**config.mk**
```make
export PLATFORM = sky130hd
export DESIGN_NAME = calendar_fields_to_epoch_seconds
export DESIGN_NICKNAME = d
export VERILOG_FILES = /design/src/rtl/cfes_pkg.sv /design/src/rtl/cfes_fdiv.sv /design/src/rtl/calendar_fields_to_epoch_seconds.sv
export SDC_FILE = /design/constraint.sdc
export NUM_CORES = 2
export LEC_CHECK = 0
export BUFFER_PORTS_ARGS = -buffer_cell sky130_fd_sc_hd__buf_2
export CORE_MARGIN = 2
export CORE_UTILIZATION = 64
export CTS_CLUSTER_SIZE = 12
export DETAILED_ROUTE_END_ITERATION = 16
export HOLD_SLACK_MARGIN = 0.02
export PLACE_DENSITY = 0.89
export SLEW_MARGIN = 15
export SYNTH_ARGS = -nofsm -noshare
export SYNTH_HDL_FRONTEND = slang
export SYNTH_SLANG_ARGS = --single-unit
```
**constraint.sdc**
```tcl
create_clock -name clk -period 14.4 [get_ports clk]
set_clock_uncertainty 0.2 [all_clocks]
set_input_delay 1.44 -clock clk [delete_from_list [all_inputs] [get_ports clk]]
set_output_delay 1.44 -clock clk [all_outputs]
set_load 0.02 [all_outputs]
```
**src/rtl/cfes_pkg.sv**
```systemverilog
`timescale 1ns / 1ps
// shared constants, calendar tables and divider request/response types
// for the calendar fields to epoch seconds converter; no dependencies
package cfes_pkg;

  localparam int YEAR_SPAN_LIMIT = 5000;
  localparam int DAY_FIELD_LIMIT = 1000;
  localparam int YEAR_BASE       = 1900;
  localparam int EPOCH_YEAR      = 1970;
  localparam int CYCLE_DAYS      = 146097;  // days in 400 gregorian years
  localparam int SECS_PER_DAY    = 86400;

  // epoch year split into whole 400 year cycles and the year within the cycle
  localparam int EPOCH_CYCLE_Q = EPOCH_YEAR / 400;
  localparam int EPOCH_CYCLE_R = EPOCH_YEAR % 400;

  localparam logic signed [16:0] DAY_LIM     = 17'(DAY_FIELD_LIMIT);
  localparam logic signed [15:0] YEAR_LIM    = 16'(YEAR_SPAN_LIMIT);
  localparam logic signed [15:0] EPOCH_SHIFT = 16'(EPOCH_YEAR - YEAR_BASE);

  // shared floor divider
  localparam int DIV_NUM_W  = 19;
  localparam int DIV_MAG_W  = DIV_NUM_W;
  localparam int DIV_DEN_W  = 9;
  // ceil(2**27 / d) gives the exact quotient for magnitudes up to 2**18, d < 512
  localparam int RCP_SHIFT  = 27;
  localparam int RCP_W      = 25;
  localparam int DIV_PROD_W = DIV_MAG_W + RCP_W;
  localparam int DIV_QA_W   = DIV_PROD_W - RCP_SHIFT;
  localparam int DIV_QD_W   = DIV_QA_W + DIV_DEN_W;
  localparam int DIV_QUO_W  = DIV_QA_W + 1;

  localparam logic [RCP_W-1:0] RCP_60  = RCP_W'((2**RCP_SHIFT + 59) / 60);
  localparam logic [RCP_W-1:0] RCP_24  = RCP_W'((2**RCP_SHIFT + 23) / 24);
  localparam logic [RCP_W-1:0] RCP_12  = RCP_W'((2**RCP_SHIFT + 11) / 12);
  localparam logic [RCP_W-1:0] RCP_400 = RCP_W'((2**RCP_SHIFT + 399) / 400);
  localparam logic [RCP_W-1:0] RCP_7   = RCP_W'((2**RCP_SHIFT + 6) / 7);

  typedef struct packed {
    logic                        start;
    logic signed [DIV_NUM_W-1:0] num;
    logic [DIV_DEN_W-1:0]        den;
    logic [RCP_W-1:0]            rcp;
  } div_req_t;

  typedef struct packed {
    logic                        done;
    logic signed [DIV_QUO_W-1:0] quo;
    logic [DIV_DEN_W-1:0]        rem;
  } div_rsp_t;

  function automatic logic [4:0] month_len(input logic [3:0] mon);
    logic [4:0] n;
    unique case (mon)
      4'd1:                      n = 5'd28;
      4'd3, 4'd5, 4'd8, 4'd10:   n = 5'd30;
      default:                   n = 5'd31;
    endcase
    return n;
  endfunction

  function automatic logic [4:0] month_days(input logic [3:0] mon, input logic leap);
    return month_len(mon) + 5'((mon == 4'd1) && leap);
  endfunction

  function automatic logic [8:0] days_before(input logic [3:0] mon, input logic leap);
    logic [8:0] n;
    unique case (mon)
      4'd0:    n = 9'd0;
      4'd1:    n = 9'd31;
      4'd2:    n = 9'd59;
      4'd3:    n = 9'd90;
      4'd4:    n = 9'd120;
      4'd5:    n = 9'd151;
      4'd6:    n = 9'd181;
      4'd7:    n = 9'd212;
      4'd8:    n = 9'd243;
      4'd9:    n = 9'd273;
      4'd10:   n = 9'd304;
      default: n = 9'd334;
    endcase
    return n + 9'((mon > 4'd1) && leap);
  endfunction

  // leap rule on the year taken modulo 400
  function automatic logic leap400(input logic [8:0] r);
    return (r[1:0] == 2'b00) && (r != 9'd100) && (r != 9'd200) && (r != 9'd300);
  endfunction

  // days from the start of a 400 year cycle to the start of year r within it
  function automatic logic [17:0] cycle_days(input logic [8:0] r);
    logic [2:0] c;
    if (r == 9'd0)        c = 3'd0;
    else if (r <= 9'd100) c = 3'd1;
    else if (r <= 9'd200) c = 3'd2;
    else if (r <= 9'd300) c = 3'd3;
    else                  c = 3'd4;
    return 18'(r) * 18'd365 + 18'(({1'b0, r} + 10'd3) >> 2) - 18'(c) + 18'(r != 9'd0);
  endfunction

  localparam logic [17:0] EPOCH_CYCLE_DAYS = cycle_days(9'(EPOCH_CYCLE_R));

endpackage

```
**src/rtl/cfes_fdiv.sv**
```systemverilog
`timescale 1ns / 1ps
// shared floor divider (uses cfes_pkg): signed value times the scaled reciprocal
// of a small constant divisor, quotient rounded toward minus infinity; steps mul, rem, fix
module cfes_fdiv (
  input  logic              clk,
  input  logic              rst_n,
  input  cfes_pkg::div_req_t req,
  output cfes_pkg::div_rsp_t rsp
);
  import cfes_pkg::*;

  localparam logic [1:0] STEP_MUL = 2'd0;
  localparam logic [1:0] STEP_REM = 2'd1;
  localparam logic [1:0] STEP_FIX = 2'd2;

  logic                        busy_r;
  logic                        done_r;
  logic                        neg_r;
  logic [DIV_MAG_W-1:0]        mag_r;
  logic [DIV_DEN_W-1:0]        den_r;
  logic [RCP_W-1:0]            rcp_r;
  logic [1:0]                  step_r;
  logic [DIV_PROD_W-1:0]       prod_r;
  logic [DIV_QA_W-1:0]         qa_r;
  logic [DIV_DEN_W-1:0]        rem_r;
  logic signed [DIV_QUO_W-1:0] quo_r;
  logic [DIV_DEN_W-1:0]        rr_r;

  logic [DIV_MAG_W-1:0]        mag_in;
  logic [DIV_PROD_W-1:0]       prod;
  logic [DIV_QA_W-1:0]         qa_nxt;
  logic [DIV_QD_W-1:0]         qd;
  logic [DIV_MAG_W-1:0]        rem_full;
  logic [DIV_DEN_W-1:0]        rem_nxt;
  logic signed [DIV_QUO_W-1:0] quo_nxt;
  logic [DIV_DEN_W-1:0]        rr_nxt;

  always_comb begin
    mag_in = req.num[DIV_NUM_W-1] ? DIV_MAG_W'(-req.num) : DIV_MAG_W'(req.num);

    prod     = DIV_PROD_W'(mag_r) * DIV_PROD_W'(rcp_r);
    qa_nxt   = prod_r[DIV_PROD_W-1 -: DIV_QA_W];
    qd       = DIV_QD_W'(qa_nxt) * DIV_QD_W'(den_r);
    rem_full = mag_r - DIV_MAG_W'(qd);
    rem_nxt  = DIV_DEN_W'(rem_full);

    // negative dividend: divide the magnitude, then round down
    if (neg_r && (rem_r != '0)) begin
      quo_nxt = -($signed({1'b0, qa_r}) + DIV_QUO_W'(1));
      rr_nxt  = den_r - rem_r;
    end else if (neg_r) begin
      quo_nxt = -$signed({1'b0, qa_r});
      rr_nxt  = '0;
    end else begin
      quo_nxt = $signed({1'b0, qa_r});
      rr_nxt  = rem_r;
    end
  end

  always_ff @(posedge clk) begin
    if (!rst_n) begin
      busy_r <= 1'b0;
      done_r <= 1'b0;
    end else begin
      done_r <= 1'b0;
      if (busy_r) begin
        if (step_r == STEP_FIX) begin
          busy_r <= 1'b0;
          done_r <= 1'b1;
        end
      end else if (req.start) begin
        busy_r <= 1'b1;
      end
    end
  end

  always_ff @(posedge clk) begin
    if (busy_r) begin
      step_r <= step_r + 2'd1;
      if (step_r == STEP_MUL) begin
        prod_r <= prod;
      end
      if (step_r == STEP_REM) begin
        qa_r  <= qa_nxt;
        rem_r <= rem_nxt;
      end
      if (step_r == STEP_FIX) begin
        quo_r <= quo_nxt;
        rr_r  <= rr_nxt;
      end
    end else if (req.start) begin
      neg_r  <= req.num[DIV_NUM_W-1];
      mag_r  <= mag_in;
      den_r  <= req.den;
      rcp_r  <= req.rcp;
      step_r <= STEP_MUL;
    end
  end

  always_comb begin
    rsp.done = done_r;
    rsp.quo  = quo_r;
    rsp.rem  = rr_r;
  end

endmodule

```
**src/rtl/calendar_fields_to_epoch_seconds.sv**
```systemverilog
`timescale 1ns / 1ps
// broken-down utc time to seconds since 1970 with field normalization
// depends on cfes_pkg and the shared floor divider cfes_fdiv
//
// An item is taken when start is high and busy is low; busy then stays high
// until the result, which appears on the out_ ports with out_strobe, high for
// a single cycle, and busy is already low in that cycle. The receiver cannot stall.
// Every out of range second, minute, hour or month field takes a pass through
// the shared reciprocal divider (a field in range only gets its range check);
// the year modulo 400 and the weekday take a pass each in the same divider;
// rolling the day of month steps once per month crossed (up to about 34)
// plus a final step; two multiply steps and the final sum follow, and the result
// shows in the cycle after the sum. An item whose day of month or year lies
// outside the limits ends early with out_valid_res low and all other result
// fields zero.
module calendar_fields_to_epoch_seconds (
  input  logic               clk,
  input  logic               rst_n,
  input  logic               start,
  output logic               busy,
  input  logic signed [15:0] in_second,
  input  logic signed [15:0] in_minute,
  input  logic signed [15:0] in_hour,
  input  logic signed [15:0] in_day_of_month,
  input  logic signed [12:0] in_month,
  input  logic signed [13:0] in_year,
  output logic               out_strobe,
  output logic               out_valid_res,
  output logic signed [38:0] out_epoch_seconds,
  output logic [5:0]         out_corrections,
  output logic [5:0]         out_second,
  output logic [5:0]         out_minute,
  output logic [4:0]         out_hour,
  output logic [4:0]         out_day_of_month,
  output logic [3:0]         out_month,
  output logic signed [14:0] out_year,
  output logic [2:0]         out_weekday,
  output logic [8:0]         out_day_of_year
);
  import cfes_pkg::*;

  typedef enum logic [12:0] {
    S_IDLE = 13'b0000000000001,
    S_SEC  = 13'b0000000000010,
    S_MIN  = 13'b0000000000100,
    S_HOUR = 13'b0000000001000,
    S_MON  = 13'b0000000010000,
    S_CHK  = 13'b0000000100000,
    S_Y400 = 13'b0000001000000,
    S_ROLL = 13'b0000010000000,
    S_MUL1 = 13'b0000100000000,
    S_DAY  = 13'b0001000000000,
    S_WDAY = 13'b0010000000000,
    S_MUL2 = 13'b0100000000000,
    S_SUM  = 13'b1000000000000
  } state_t;

  state_t              state_r, state_nxt;
  logic                pend_r, pend_nxt;
  logic signed [15:0]  sec_r, sec_nxt;
  logic signed [16:0]  min_r, min_nxt;
  logic signed [16:0]  hour_r, hour_nxt;
  logic signed [16:0]  mday_r, mday_nxt;
  logic signed [12:0]  mon_r, mon_nxt;
  logic signed [14:0]  year_r, year_nxt;
  logic [5:0]          cnt_r, cnt_nxt;
  logic [8:0]          r400_r, r400_nxt;
  logic signed [6:0]   q400_r, q400_nxt;
  logic [8:0]          yday_r, yday_nxt;
  logic signed [22:0]  day_r, day_nxt;
  logic [2:0]          wday_r, wday_nxt;
  logic signed [39:0]  acc_r, acc_nxt;

  logic                strobe_r;
  logic                valid_res_r;
  logic signed [38:0]  epoch_r;
  logic [5:0]          corr_r;
  logic [5:0]          osec_r;
  logic [5:0]          omin_r;
  logic [4:0]          ohour_r;
  logic [4:0]          omday_r;
  logic [3:0]          omon_r;
  logic signed [14:0]  oyear_r;
  logic [2:0]          owday_r;
  logic [8:0]          oyday_r;

  div_req_t            div_req;
  div_rsp_t            div_rsp;

  logic [5:0]          cnt_inc;
  logic [3:0]          mon4;
  logic                leap_cur;
  logic [4:0]          len_cur;
  logic [3:0]          mon_prev;
  logic signed [14:0]  year_prev;
  logic [8:0]          r400_prev;
  logic signed [6:0]   q400_prev;
  logic [4:0]          len_prev;
  logic signed [15:0]  span;
  logic signed [18:0]  part;
  logic signed [22:0]  mul_a;
  logic signed [18:0]  mul_b;
  logic signed [41:0]  prod;
  logic [16:0]         tod;
  logic                load_ok;
  logic                load_bad;

  cfes_fdiv u_div (
    .clk   (clk),
    .rst_n (rst_n),
    .req   (div_req),
    .rsp   (div_rsp)
  );

  // calendar terms for the month roll and the final assembly
  always_comb begin
    cnt_inc  = (cnt_r == 6'd63) ? cnt_r : cnt_r + 6'd1;
    mon4     = mon_r[3:0];
    leap_cur = leap400(r400_r);
    len_cur  = month_days(mon4, leap_cur);

    if (mon4 == 4'd0) begin
      mon_prev  = 4'd11;
      year_prev = year_r - 15'sd1;
      r400_prev = (r400_r == 9'd0) ? 9'd399 : r400_r - 9'd1;
      q400_prev = (r400_r == 9'd0) ? q400_r - 7'sd1 : q400_r;
    end else begin
      mon_prev  = mon4 - 4'd1;
      year_prev = year_r;
      r400_prev = r400_r;
      q400_prev = q400_r;
    end
    len_prev = month_days(mon_prev, leap400(r400_prev));

    span = 16'(year_r) - EPOCH_SHIFT;
    part = 19'(yday_r) + 19'(cycle_days(r400_r)) - 19'(EPOCH_CYCLE_DAYS);

    if (state_r == S_MUL1) begin
      mul_a = 23'(q400_r) - 23'(EPOCH_CYCLE_Q);
      mul_b = 19'(CYCLE_DAYS);
    end else begin
      mul_a = day_r;
      mul_b = 19'(SECS_PER_DAY);
    end
    prod = mul_a * mul_b;

    tod = 17'(hour_r[4:0]) * 17'd3600 + 17'(min_r[5:0]) * 17'd60 + 17'(sec_r[5:0]);
  end

  always_comb begin
    state_nxt = state_r;
    pend_nxt  = pend_r;
    sec_nxt   = sec_r;
    min_nxt   = min_r;
    hour_nxt  = hour_r;
    mday_nxt  = mday_r;
    mon_nxt   = mon_r;
    year_nxt  = year_r;
    cnt_nxt   = cnt_r;
    r400_nxt  = r400_r;
    q400_nxt  = q400_r;
    yday_nxt  = yday_r;
    day_nxt   = day_r;
    wday_nxt  = wday_r;
    acc_nxt   = acc_r;
    load_ok   = 1'b0;
    load_bad  = 1'b0;
    div_req   = '0;

    unique case (state_r)
      S_IDLE: begin
        if (start) begin
          sec_nxt   = in_second;
          min_nxt   = 17'(in_minute);
          hour_nxt  = 17'(in_hour);
          mday_nxt  = 17'(in_day_of_month);
          mon_nxt   = in_month;
          year_nxt  = 15'(in_year);
          cnt_nxt   = '0;
          pend_nxt  = 1'b0;
          state_nxt = S_SEC;
        end
      end
      S_SEC: begin
        // a second of 60 stays as a leap second
        div_req.num = 19'(sec_r);
        div_req.den = 9'd60;
        div_req.rcp = RCP_60;
        if (!pend_r) begin
          if ((sec_r < 16'sd0) || (sec_r > 16'sd60)) begin
            div_req.start = 1'b1;
            pend_nxt      = 1'b1;
            cnt_nxt       = cnt_inc;
          end else begin
            state_nxt = S_MIN;
          end
        end else if (div_rsp.done) begin
          sec_nxt   = $signed(16'(div_rsp.rem));
          min_nxt   = min_r + 17'(div_rsp.quo);
          pend_nxt  = 1'b0;
          state_nxt = S_MIN;
        end
      end
      S_MIN: begin
        div_req.num = 19'(min_r);
        div_req.den = 9'd60;
        div_req.rcp = RCP_60;
        if (!pend_r) begin
          if ((min_r < 17'sd0) || (min_r > 17'sd59)) begin
            div_req.start = 1'b1;
            pend_nxt      = 1'b1;
            cnt_nxt       = cnt_inc;
          end else begin
            state_nxt = S_HOUR;
          end
        end else if (div_rsp.done) begin
          min_nxt   = $signed(17'(div_rsp.rem));
          hour_nxt  = hour_r + 17'(div_rsp.quo);
          pend_nxt  = 1'b0;
          state_nxt = S_HOUR;
        end
      end
      S_HOUR: begin
        div_req.num = 19'(hour_r);
        div_req.den = 9'd24;
        div_req.rcp = RCP_24;
        if (!pend_r) begin
          if ((hour_r < 17'sd0) || (hour_r > 17'sd23)) begin
            div_req.start = 1'b1;
            pend_nxt      = 1'b1;
            cnt_nxt       = cnt_inc;
          end else begin
            state_nxt = S_MON;
          end
        end else if (div_rsp.done) begin
          hour_nxt  = $signed(17'(div_rsp.rem));
          mday_nxt  = mday_r + 17'(div_rsp.quo);
          pend_nxt  = 1'b0;
          state_nxt = S_MON;
        end
      end
      S_MON: begin
        div_req.num = 19'(mon_r);
        div_req.den = 9'd12;
        div_req.rcp = RCP_12;
        if (!pend_r) begin
          if ((mon_r < 13'sd0) || (mon_r > 13'sd11)) begin
            div_req.start = 1'b1;
            pend_nxt      = 1'b1;
            cnt_nxt       = cnt_inc;
          end else begin
            state_nxt = S_CHK;
          end
        end else if (div_rsp.done) begin
          mon_nxt   = $signed(13'(div_rsp.rem));
          year_nxt  = year_r + 15'(div_rsp.quo);
          pend_nxt  = 1'b0;
          state_nxt = S_CHK;
        end
      end
      S_CHK: begin
        if ((mday_r < -DAY_LIM) || (mday_r > DAY_LIM)) begin
          load_bad  = 1'b1;
          state_nxt = S_IDLE;
        end else begin
          // calendar year split into 400 year cycles for the leap rule
          div_req.start = 1'b1;
          div_req.num   = 19'(year_r) + 19'(YEAR_BASE);
          div_req.den   = 9'd400;
          div_req.rcp   = RCP_400;
          state_nxt     = S_Y400;
        end
      end
      S_Y400: begin
        if (div_rsp.done) begin
          r400_nxt  = div_rsp.rem;
          q400_nxt  = 7'(div_rsp.quo);
          state_nxt = S_ROLL;
        end
      end
      S_ROLL: begin
        if (mday_r < 17'sd1) begin
          mon_nxt  = 13'(mon_prev);
          year_nxt = year_prev;
          r400_nxt = r400_prev;
          q400_nxt = q400_prev;
          mday_nxt = mday_r + $signed(17'(len_prev));
          cnt_nxt  = cnt_inc;
        end else if (mday_r > $signed(17'(len_cur))) begin
          mday_nxt = mday_r - $signed(17'(len_cur));
          cnt_nxt  = cnt_inc;
          if (mon4 == 4'd11) begin
            mon_nxt  = '0;
            year_nxt = year_r + 15'sd1;
            r400_nxt = (r400_r == 9'd399) ? 9'd0 : r400_r + 9'd1;
            q400_nxt = (r400_r == 9'd399) ? q400_r + 7'sd1 : q400_r;
          end else begin
            mon_nxt = mon_r + 13'sd1;
          end
        end else if ((span < -YEAR_LIM) || (span > YEAR_LIM)) begin
          load_bad  = 1'b1;
          state_nxt = S_IDLE;
        end else begin
          state_nxt = S_MUL1;
        end
      end
      S_MUL1: begin
        acc_nxt   = 40'(prod);
        yday_nxt  = 9'(mday_r - 17'sd1) + days_before(mon4, leap_cur);
        state_nxt = S_DAY;
      end
      S_DAY: begin
        // whole cycles are a multiple of 7 days, so the weekday needs only part
        day_nxt       = 23'(acc_r) + 23'(part);
        div_req.start = 1'b1;
        div_req.num   = part + 19'sd4;
        div_req.den   = 9'd7;
        div_req.rcp   = RCP_7;
        state_nxt     = S_WDAY;
      end
      S_WDAY: begin
        if (div_rsp.done) begin
          wday_nxt  = 3'(div_rsp.rem);
          state_nxt = S_MUL2;
        end
      end
      S_MUL2: begin
        acc_nxt   = 40'(prod);
        state_nxt = S_SUM;
      end
      S_SUM: begin
        acc_nxt   = acc_r + 40'(tod);
        load_ok   = 1'b1;
        state_nxt = S_IDLE;
      end
      default: begin
        state_nxt = S_IDLE;
      end
    endcase
  end

  always_ff @(posedge clk) begin
    if (!rst_n) begin
      state_r  <= S_IDLE;
      pend_r   <= 1'b0;
      strobe_r <= 1'b0;
    end else begin
      state_r  <= state_nxt;
      pend_r   <= pend_nxt;
      strobe_r <= load_ok | load_bad;
    end
  end

  always_ff @(posedge clk) begin
    sec_r  <= sec_nxt;
    min_r  <= min_nxt;
    hour_r <= hour_nxt;
    mday_r <= mday_nxt;
    mon_r  <= mon_nxt;
    year_r <= year_nxt;
    cnt_r  <= cnt_nxt;
    r400_r <= r400_nxt;
    q400_r <= q400_nxt;
    yday_r <= yday_nxt;
    day_r  <= day_nxt;
    wday_r <= wday_nxt;
    acc_r  <= acc_nxt;
  end

  // result holding registers
  always_ff @(posedge clk) begin
    if (load_ok) begin
      valid_res_r <= 1'b1;
      epoch_r     <= 39'(acc_nxt);
      corr_r      <= cnt_r;
      osec_r      <= sec_r[5:0];
      omin_r      <= min_r[5:0];
      ohour_r     <= hour_r[4:0];
      omday_r     <= mday_r[4:0];
      omon_r      <= mon4;
      oyear_r     <= year_r;
      owday_r     <= wday_r;
      oyday_r     <= yday_r;
    end else if (load_bad) begin
      valid_res_r <= 1'b0;
      epoch_r     <= '0;
      corr_r      <= '0;
      osec_r      <= '0;
      omin_r      <= '0;
      ohour_r     <= '0;
      omday_r     <= '0;
      omon_r      <= '0;
      oyear_r     <= '0;
      owday_r     <= '0;
      oyday_r     <= '0;
    end
  end

  assign busy              = (state_r != S_IDLE);
  assign out_strobe        = strobe_r;
  assign out_valid_res     = valid_res_r;
  assign out_epoch_seconds = epoch_r;
  assign out_corrections   = corr_r;
  assign out_second        = osec_r;
  assign out_minute        = omin_r;
  assign out_hour          = ohour_r;
  assign out_day_of_month  = omday_r;
  assign out_month         = omon_r;
  assign out_year          = oyear_r;
  assign out_weekday       = owday_r;
  assign out_day_of_year   = oyday_r;

  a_accept_busy: assert property (@(posedge clk) disable iff (!rst_n)
    start && !busy |=> busy)
    else $error("accepted item did not raise busy");

  a_strobe_idle: assert property (@(posedge clk) disable iff (!rst_n)
    out_strobe |-> !busy && $past(busy))
    else $error("result strobe outside the end of an item");

  a_bad_zero: assert property (@(posedge clk) disable iff (!rst_n)
    out_strobe && !out_valid_res |-> out_epoch_seconds == '0 && out_corrections == '0
      && out_day_of_month == '0 && out_year == '0)
    else $error("invalid result carries nonzero fields");

  a_ok_ranges: assert property (@(posedge clk) disable iff (!rst_n)
    out_strobe && out_valid_res |-> out_second <= 6'd60 && out_minute <= 6'd59
      && out_hour <= 5'd23 && out_month <= 4'd11 && out_day_of_month >= 5'd1
      && out_weekday <= 3'd6 && out_day_of_year <= 9'd365)
    else $error("normalized field out of range");

endmodule

```
; ---- After elaboration in Yosys (flattened, before gate mapping)
; Memories as Yosys holds them, arrays and structs flattened. A register that Yosys moved wholly into a read port is not among the register bits.
; Cells that the tools add are included.
[totals]
register_bits = 460
latchBits = 0
ram_bits = 0
romBits = 144
in_bits = 94
output_inout_bits = 101
wordCells = 379
mem_count = 1
[op_classes]
addsub = 41
n_mul = 6
n_div = 0
order_cmp = 18
n_eq_ne = 69
n_shift = 0
n_mux = 147
bitwise_logic = 2
reduce_logical = 54
[mem_list]
columns = memory, depth, word_bits, read_ports, rd_clocked_by_memory_dff, wr, line_no
row1 = (name not given), 16, 9, 1, 1, 0, cfes_pkg.sv:68  ; unique case (mon)
[op_table]
columns = operator, count
row1 = 54-bit one-hot mux with 6 select lines, 1
row2 = 13-bit 2-to-1 mux, 23
row3 = 17-bit 2-to-1 mux, 15
row4 = 13-bit one-hot mux with 12 select lines, 1
row5 = 17-bit one-hot mux with 3 select lines, 3
row6 = 15-bit 2-to-1 mux, 9
row7 = 9-bit 2-to-1 mux, 13
row8 = 6-bit 2-to-1 mux, 16
row9 = 40-bit one-hot mux with 2 select lines, 1
row10 = 39-bit 2-to-1 mux, 2
row11 = 7-bit 2-to-1 mux, 8
row12 = 54-bit 2-to-1 mux, 1
row13 = 17-bit adder, 3
row14 = 16-bit 2-to-1 mux, 3
row15 = 15-bit one-hot mux with 3 select lines, 1
row16 = 19-bit by 25-bit multiplier with 44-bit output, 1
row17 = 40-bit by 17-bit adder with 40-bit output, 1
row18 = 23-bit by 19-bit multiplier with 40-bit output, 1
row19 = 13-bit one-hot mux with 3 select lines, 1
row20 = 18-bit 2-to-1 mux, 2
row21 = 6-bit one-hot mux with 6 select lines, 1
row22 = 17-bit by 6-bit adder with 17-bit output, 2
row23 = "17-bit by 1-bit < comparator with 1-bit output, second input constant", 2
row24 = 17-bit negator, 2
row25 = other kinds (113), 224

; ---- Longest topological paths before layout
[depth]
ltp_word = 13
ltp_mapped = 39
mapped_depth_nobuf = 38

; ---- By module
; A second synthesis with hierarchy kept.
[hier_totals]
cells_unflattened = 5947
hier_area_um2 = 56540.5
[by_module_without_submodules]
columns = module, n_inst, cells_each, area_per_inst_um2, seq_area_each_um2
row1 = calendar_fields_to_epoch_seconds, 1, 3767, 35260.1, 8788.4
row2 = cfes_fdiv, 1, 2180, 21280.4, 3823.7

; ---- Worst setup path before layout
; OpenSTA, ideal clock, no wires.
[synth_timing]
path_kind = reg2reg
from = register r400_r[3]
to = register corr_r[0], in the netlist out_corrections[0] (enable)
setup_time_ps = 693
t_arrival_ps = 10094
required_time_ps = 13507
setup_slack_ps = 3413
stages_incl_launch_ff = 15
path_buffers = 0
synth_period_minus_slack_ps = 10987
cell_sequence = edfxtp_1 -> inv_1 -> ha_1 -> and4_1 -> nand2b_1 -> nor4_1 -> ha_1 -> nor2b_1 -> ha_1 -> o21ai_0 -> nand2b_1 -> a221oi_1 -> o211ai_1 -> or2_4 -> o21ai_0
[synth_via]
elab_chain_cells = 11
elab_cells_between_ends = 13
classes_between = add/sub (1) / order compare (1) / eq/ne (3) / mux (3) / reduce/logical (5)
[synth_lines]
columns = element, line_no
row1 = "start, declared", calendar_fields_to_epoch_seconds.sv:67  ; logic [8:0] r400_r, r400_nxt;
row2 = "start signal, assigned", calendar_fields_to_epoch_seconds.sv:362  ; r400_r <= r400_nxt;
row3 = 9-bit by 7-bit inequality test with 1-bit output, cfes_pkg.sv:87  ; return (r[1:0] == 2'b00) && (r != 9'd100) && (r != 9'd200) && (r != 9'd300);
row4 = 1-bit logical AND (2 in series), cfes_pkg.sv:87
row5 = 1-bit logical AND (*), cfes_pkg.sv:87
row6 = 1-bit logical AND (*), cfes_pkg.sv:63  ; return month_len(mon) + 5'((mon == 4'd1) && leap);
row7 = 5-bit by 1-bit adder with 5-bit output (*), cfes_pkg.sv:63
row8 = 17-bit by 6-bit greater-than comparator with 1-bit output (*), calendar_fields_to_epoch_seconds.sv:289  ; end else if (mday_r > $signed(17'(len_cur))) begin
row9 = 1-bit 2-to-1 mux (*), calendar_fields_to_epoch_seconds.sv:289
row10 = 1-bit 2-to-1 mux (*), calendar_fields_to_epoch_seconds.sv:282  ; if (mday_r < 17'sd1) begin
row11 = 1-bit one-hot mux with 2 select lines (*), calendar_fields_to_epoch_seconds.sv:170  ; unique case (state_r)
row12 = 2-bit nonzero test (no source line) (*), --
row13 = "end signal, assigned", calendar_fields_to_epoch_seconds.sv:375  ; corr_r <= cnt_r;
row14 = "end, declared", calendar_fields_to_epoch_seconds.sv:77  ; logic [5:0] corr_r;
; Mark *: on every way between the ends. The rest lies on a longest branch, timed or not.
; A chain may end at the register's enable or synchronous reset.

; ---- Worst setup path after layout
[layout_timing]
from = register r400_r[5]
to = register day_r[20], data pin
[layout_via]
elab_chain_cells = 10
elab_cells_between_ends = 17
classes_between = add/sub (7) / mul (1) / order compare (3) / mux (4) / reduce/logical (2)
[layout_lines]
columns = element, line_no
row1 = branches (longest 6 deep; another with 9-bit by 9-bit multiplier with 18-bit output), --
row2 = 18-bit by 1-bit adder with 18-bit output (*), cfes_pkg.sv:98  ; return 18'(r) * 18'd365 + 18'(({1'b0, r} + 10'd3) >> 2) - 18'(c) + 18'(r != 9'd0);
row3 = 9-bit by 18-bit adder with 19-bit output (*), calendar_fields_to_epoch_seconds.sv:136  ; part = 19'(yday_r) + 19'(cycle_days(r400_r)) - 19'(EPOCH_CYCLE_DAYS);
row4 = 19-bit by 18-bit subtractor with 19-bit output (*), calendar_fields_to_epoch_seconds.sv:136
row5 = 23-bit by 19-bit adder with 23-bit output (*), calendar_fields_to_epoch_seconds.sv:314  ; day_nxt = 23'(acc_r) + 23'(part);
row6 = "end signal, assigned", calendar_fields_to_epoch_seconds.sv:365  ; day_r <= day_nxt;
row7 = "end, declared", calendar_fields_to_epoch_seconds.sv:70  ; logic signed [22:0] day_r, day_nxt;
; Mark *: on every way between the ends.

==> insert_results.sql <==
INSERT INTO impl_metrics (metric_group, metric, value, unit) VALUES
('status', 'run_status', 'complete, no violations', ''),
('global_routing', 'antenna_found_initial', '7', ''),
('logic_synthesis', 'postSynthCellCount', '5772', ''),
('logic_synthesis', 'synth.top_cells.by_count', 'sky130_fd_sc_hd__inv_1 (992), sky130_fd_sc_hd__fa_1 (660), sky130_fd_sc_hd__ha_1 (654), sky130_fd_sc_hd__nand2_1 (439), sky130_fd_sc_hd__edfxtp_1 (359)', ''),
('setup_path', 'path_max_fanout', '12', ''),
('pwr', 'peakVddDrop', '153', 'uV'),
('layout', 'syn_to_final_growth', '6.83', '%'),
('sta', 'setup_total_negative_slack', '0', 'ns'),
('sta', 'timing.final.max_slew_violations', '0', ''),
('logic_synthesis', 'yosys.area.top_type_share', '23.9', '%'),
('logic_synthesis', 'ys_async_sr_fraction', '0', '%'),
('sta', 'layout_worst_path_cycle_share', '67.3', '%'),
('clock_network', 'cts_tree', 'yes', ''),
('floorplanning', 'starting_density', '64.7', '%'),
('routing', 'drc', '0', ''),
('setup_path', 'worst-endpoint-arrival', '9.88', 'ns'),
('routing', 'route.vias.total', '43600', ''),
('logic_synthesis', 'synth_area_leader_cell', 'sky130_fd_sc_hd__fa_1', ''),
('logic_synthesis', 'synthFlopType', 'sky130_fd_sc_hd__edfxtp_1', ''),
('worst_hold_path', 'hold_path_class', 'flop to flop', ''),
('flow_run', 'cap_viol_max_count', '0', ''),
('floorplanning', 'die-width', '298', 'um'),
('logic_synthesis', 'synth_enable_flop_cells', '359', ''),
('logic_synthesis', 'post_synth_instance_area', '55200', 'um2'),
('floorplanning', 'die-area', '88600', 'um2'),
('logic_synthesis', 'synth_cell_types', '120', ''),
('setup_path', 'crit_slowest_cell', 'sky130_fd_sc_hd__edfxtp_1', ''),
('place', 'detailed_place_hpwl', '133000', 'um'),
('setup_path', 'cp-end-kind', 'flop', ''),
('global_routing', 'pin_count_of_the_biggest_net_entering_global_routing', '72', ''),
('clock_network', 'cts-htree-levels', '2', ''),
('setup_path', 'critical_path.n_buffers_inverters', '6', ''),
('sta', 'finalSetupViolations', '0', ''),
('floorplanning', 'design.portCount', '195', ''),
('routing', 'wire_per_inst', '23.1', 'um'),
('routing', 'route.detailed.vias_per_inst', '6.16', ''),
('clock_network', 'clk_transition_reported_paths', '0.06', 'ns'),
('clock_network', 'cts-hold-fix-buffers', '0', ''),
('setup_path', 'timing.critical_path.max_delay_family', 'adder cells', ''),
('sta', 'worst_pin_slew', '1.15', 'ns'),
('logic_synthesis', 'post-synth-top-count-cell', 'sky130_fd_sc_hd__inv_1', ''),
('clock_network', 'ctsRootBufferMaster', 'sky130_fd_sc_hd__clkbuf_16', ''),
('floorplanning', 'die_h', '298', 'um'),
('routing', 'number_of_routed_nets_with_antenna_violations', '0', ''),
('floorplanning', 'count_of_standard_cell_rows', '107', ''),
('place', 'numPortBuffers', '194', ''),
('clock_network', 'postCtsSetupBuffers', '0', ''),
('global_routing', 'grt_overflow', '0', ''),
('setup_path', 'required', '14.58', 'ns'),
('setup_path', 'max_stage_delay', '0.57', 'ns'),
('sta', 'max_clock_freq', '103', 'MHz'),
('clock_network', 'worst_skew_pair.late_latency', '0.65', 'ns'),
('place', 'placement.cell_area', '57300', 'um2'),
('routing', 'detail_route.wirelength', '163000', 'um'),
('global_routing', 'grtUsageTotal', '37.4', '%'),
('logic_synthesis', 'synth_sequential_area_ratio', '21.9', '%'),
('pwr', 'cellPowerDensity', '104', 'nW/um2'),
('layout', 'drive_gt1_share', '7.02', '%'),
('clock_network', 'clock_sink_count', '425', ''),
('layout', 'nNetsFinal', '7298', ''),
('floorplanning', 'core_region_area', '85300', 'um2'),
('logic_synthesis', 'synthTopCellsByArea', 'sky130_fd_sc_hd__fa_1 (24%), sky130_fd_sc_hd__edfxtp_1 (20%), sky130_fd_sc_hd__ha_1 (15%)', ''),
('sta', 'finalHoldViolCount', '0', ''),
('logic_synthesis', 'synthesis_warnings', '0', ''),
('clock_network', 'ctsResizeCount', '0', ''),
('layout', 'final_cell_area', '58900', 'um2'),
('global_routing', 'grt_pass1_vias', '45200', ''),
('sta', 'grt_setup_unrepaired', 'false', ''),
('routing', 'iter_0_drt_violations', '4842', ''),
('clock_network', 'clock_path_buffers', '3', ''),
('layout', 'final_standard_cell_utilization_of_the_core', '69.1', '%');
worst reg2reg max path, delay by kind of cell (launching register included):
kind / cells / cell delay (ns)
buf+inv: 6 / 1.18
xor+xnor: 2 / 0.28
simple gates: 4 / 1.17
fa+ha+maj: 9 / 3.02
compound gates: 11 / 2.99
flops: 1 / 0.57
final timing paths:
check        slack (ns)        startpoint       endpoint  depth (start not counted)
min                0.22  u_div.prod_r[36]  u_div.qa_r[9]                          0
min reg2reg        0.22  u_div.prod_r[36]  u_div.qa_r[9]                          0
max reg2reg        4.70         r400_r[5]      day_r[20]                         32
max                4.70         r400_r[5]      day_r[20]                         32
report_power, final:
group          internal [mW]  switching (mW)
Clock                  0.698           0.566
Combinational           1.32            1.95
Sequential              1.47           0.123
Total                   3.49            2.64
area by class of cell:
| class | count | area (um2) |
|---|---|---|
| Antenna cell | 2 | 5.00 |
| Clock buffer | 63 | 1370 |
| Clock inverter | 30 | 224 |
| Fill cell | 6427 | 26300 |
| Inverter | 1000 | 3750 |
| Multi-Input combinational cell | 4166 | 38700 |
| Sequential cell | 425 | 12100 |
| Tap cell | 1144 | 1430 |
| Timing Repair Buffer | 246 | 1360 |
through the flow:
step / setup WS [ns] / std cells / hold slack (ns)
after floorplan: 3.41 / 5791 / 0.200
after global placement: 5.05 / 6981 / 0.204
after detailed placement: 4.95 / 6981 / 0.209
after CTS: 4.92 / 7074 / 0.220
after global routing: 4.20 / 7074 / 0.236
final: 4.70 / 7076 / 0.220
registers in the layout, summed over array words and instances (netlist names), 7 cells and up, named ones only:
name and flops:
acc_r 39, out_epoch_seconds 39, day_r 23, u_div.mag_r 19, hour_r 17, mday_r 17
min_r 17, u_div.prod_r 17, u_div.qa_r 17, u_div.quo_r 17, sec_r 16, out_year 15
year_r 15, mon_r 13, state_r 13, u_div.rcp_r 13, out_day_of_year 9, r400_r 9
u_div.rem_r 9, u_div.rr_r 9, yday_r 9, q400_r 7
cells by family after synthesis:
| kind of cell | Yosys count | share of synthesized area, % |
|---|---|---|
| and+or+nand+nor | 1488 | 13.3 |
| other | 2 | 0.0136 |
| xor gates and xnor gates | 368 | 5.90 |
| muxes | 16 | 0.340 |
| AOI/OAI and AO/OA | 957 | 11.5 |
| adders and majority gates | 1316 | 38.8 |
| DFF | 425 | 21.9 |
| buffers and inverters | 1200 | 8.24 |
placed cells by master (no fill, tap or decap), types with 13 or more instances in the layout:
master	synthesis	routed
sky130_fd_sc_hd__or3_1	22	22
sky130_fd_sc_hd__o21ai_0	224	220
sky130_fd_sc_hd__clkbuf_16	0	52
sky130_fd_sc_hd__or4_1	15	15
sky130_fd_sc_hd__xnor2_1	252	252
sky130_fd_sc_hd__buf_2	8	194
sky130_fd_sc_hd__o31ai_1	23	23
sky130_fd_sc_hd__xor2_1	113	113
sky130_fd_sc_hd__nand3_1	115	115
sky130_fd_sc_hd__nor2b_1	44	43
sky130_fd_sc_hd__a21o_1	89	89
sky130_fd_sc_hd__ha_1	654	654
sky130_fd_sc_hd__and2_1	176	174
sky130_fd_sc_hd__a211o_1	13	13
sky130_fd_sc_hd__and3_1	79	79
sky130_fd_sc_hd__nand2_1	439	438
sky130_fd_sc_hd__a31oi_1	32	31
sky130_fd_sc_hd__conb_1	2	21
sky130_fd_sc_hd__buf_4	1	52
sky130_fd_sc_hd__o21bai_1	41	41
sky130_fd_sc_hd__a211oi_1	20	20
sky130_fd_sc_hd__o211ai_1	28	28
sky130_fd_sc_hd__dfxtp_1	66	66
sky130_fd_sc_hd__nand2b_1	26	26
sky130_fd_sc_hd__nand3b_1	13	13
sky130_fd_sc_hd__nor3_1	69	67
sky130_fd_sc_hd__edfxtp_1	359	359
sky130_fd_sc_hd__nor4_1	41	38
sky130_fd_sc_hd__inv_1	992	992
sky130_fd_sc_hd__a21oi_1	236	235
sky130_fd_sc_hd__clkinv_2	0	14
sky130_fd_sc_hd__a22oi_1	47	47
sky130_fd_sc_hd__fa_1	660	660
sky130_fd_sc_hd__nor2_1	357	355
sky130_fd_sc_hd__nand4_1	25	25
sky130_fd_sc_hd__a221o_1	19	19
sky130_fd_sc_hd__o21a_1	25	25
metal layers:
metal	GRT usage (%)	wire length, um	vias to the layer above	part of all wire [%]
li1	-	-	19500	-
met1	48.2	60800	21200	37
met2	60.2	74900	2414	46
met3	7.79	17900	554	11
met4	18.3	9510	4	5.8
met5	0	31	-	0.019
Note: power is estimated with default switching activity, not from simulation.
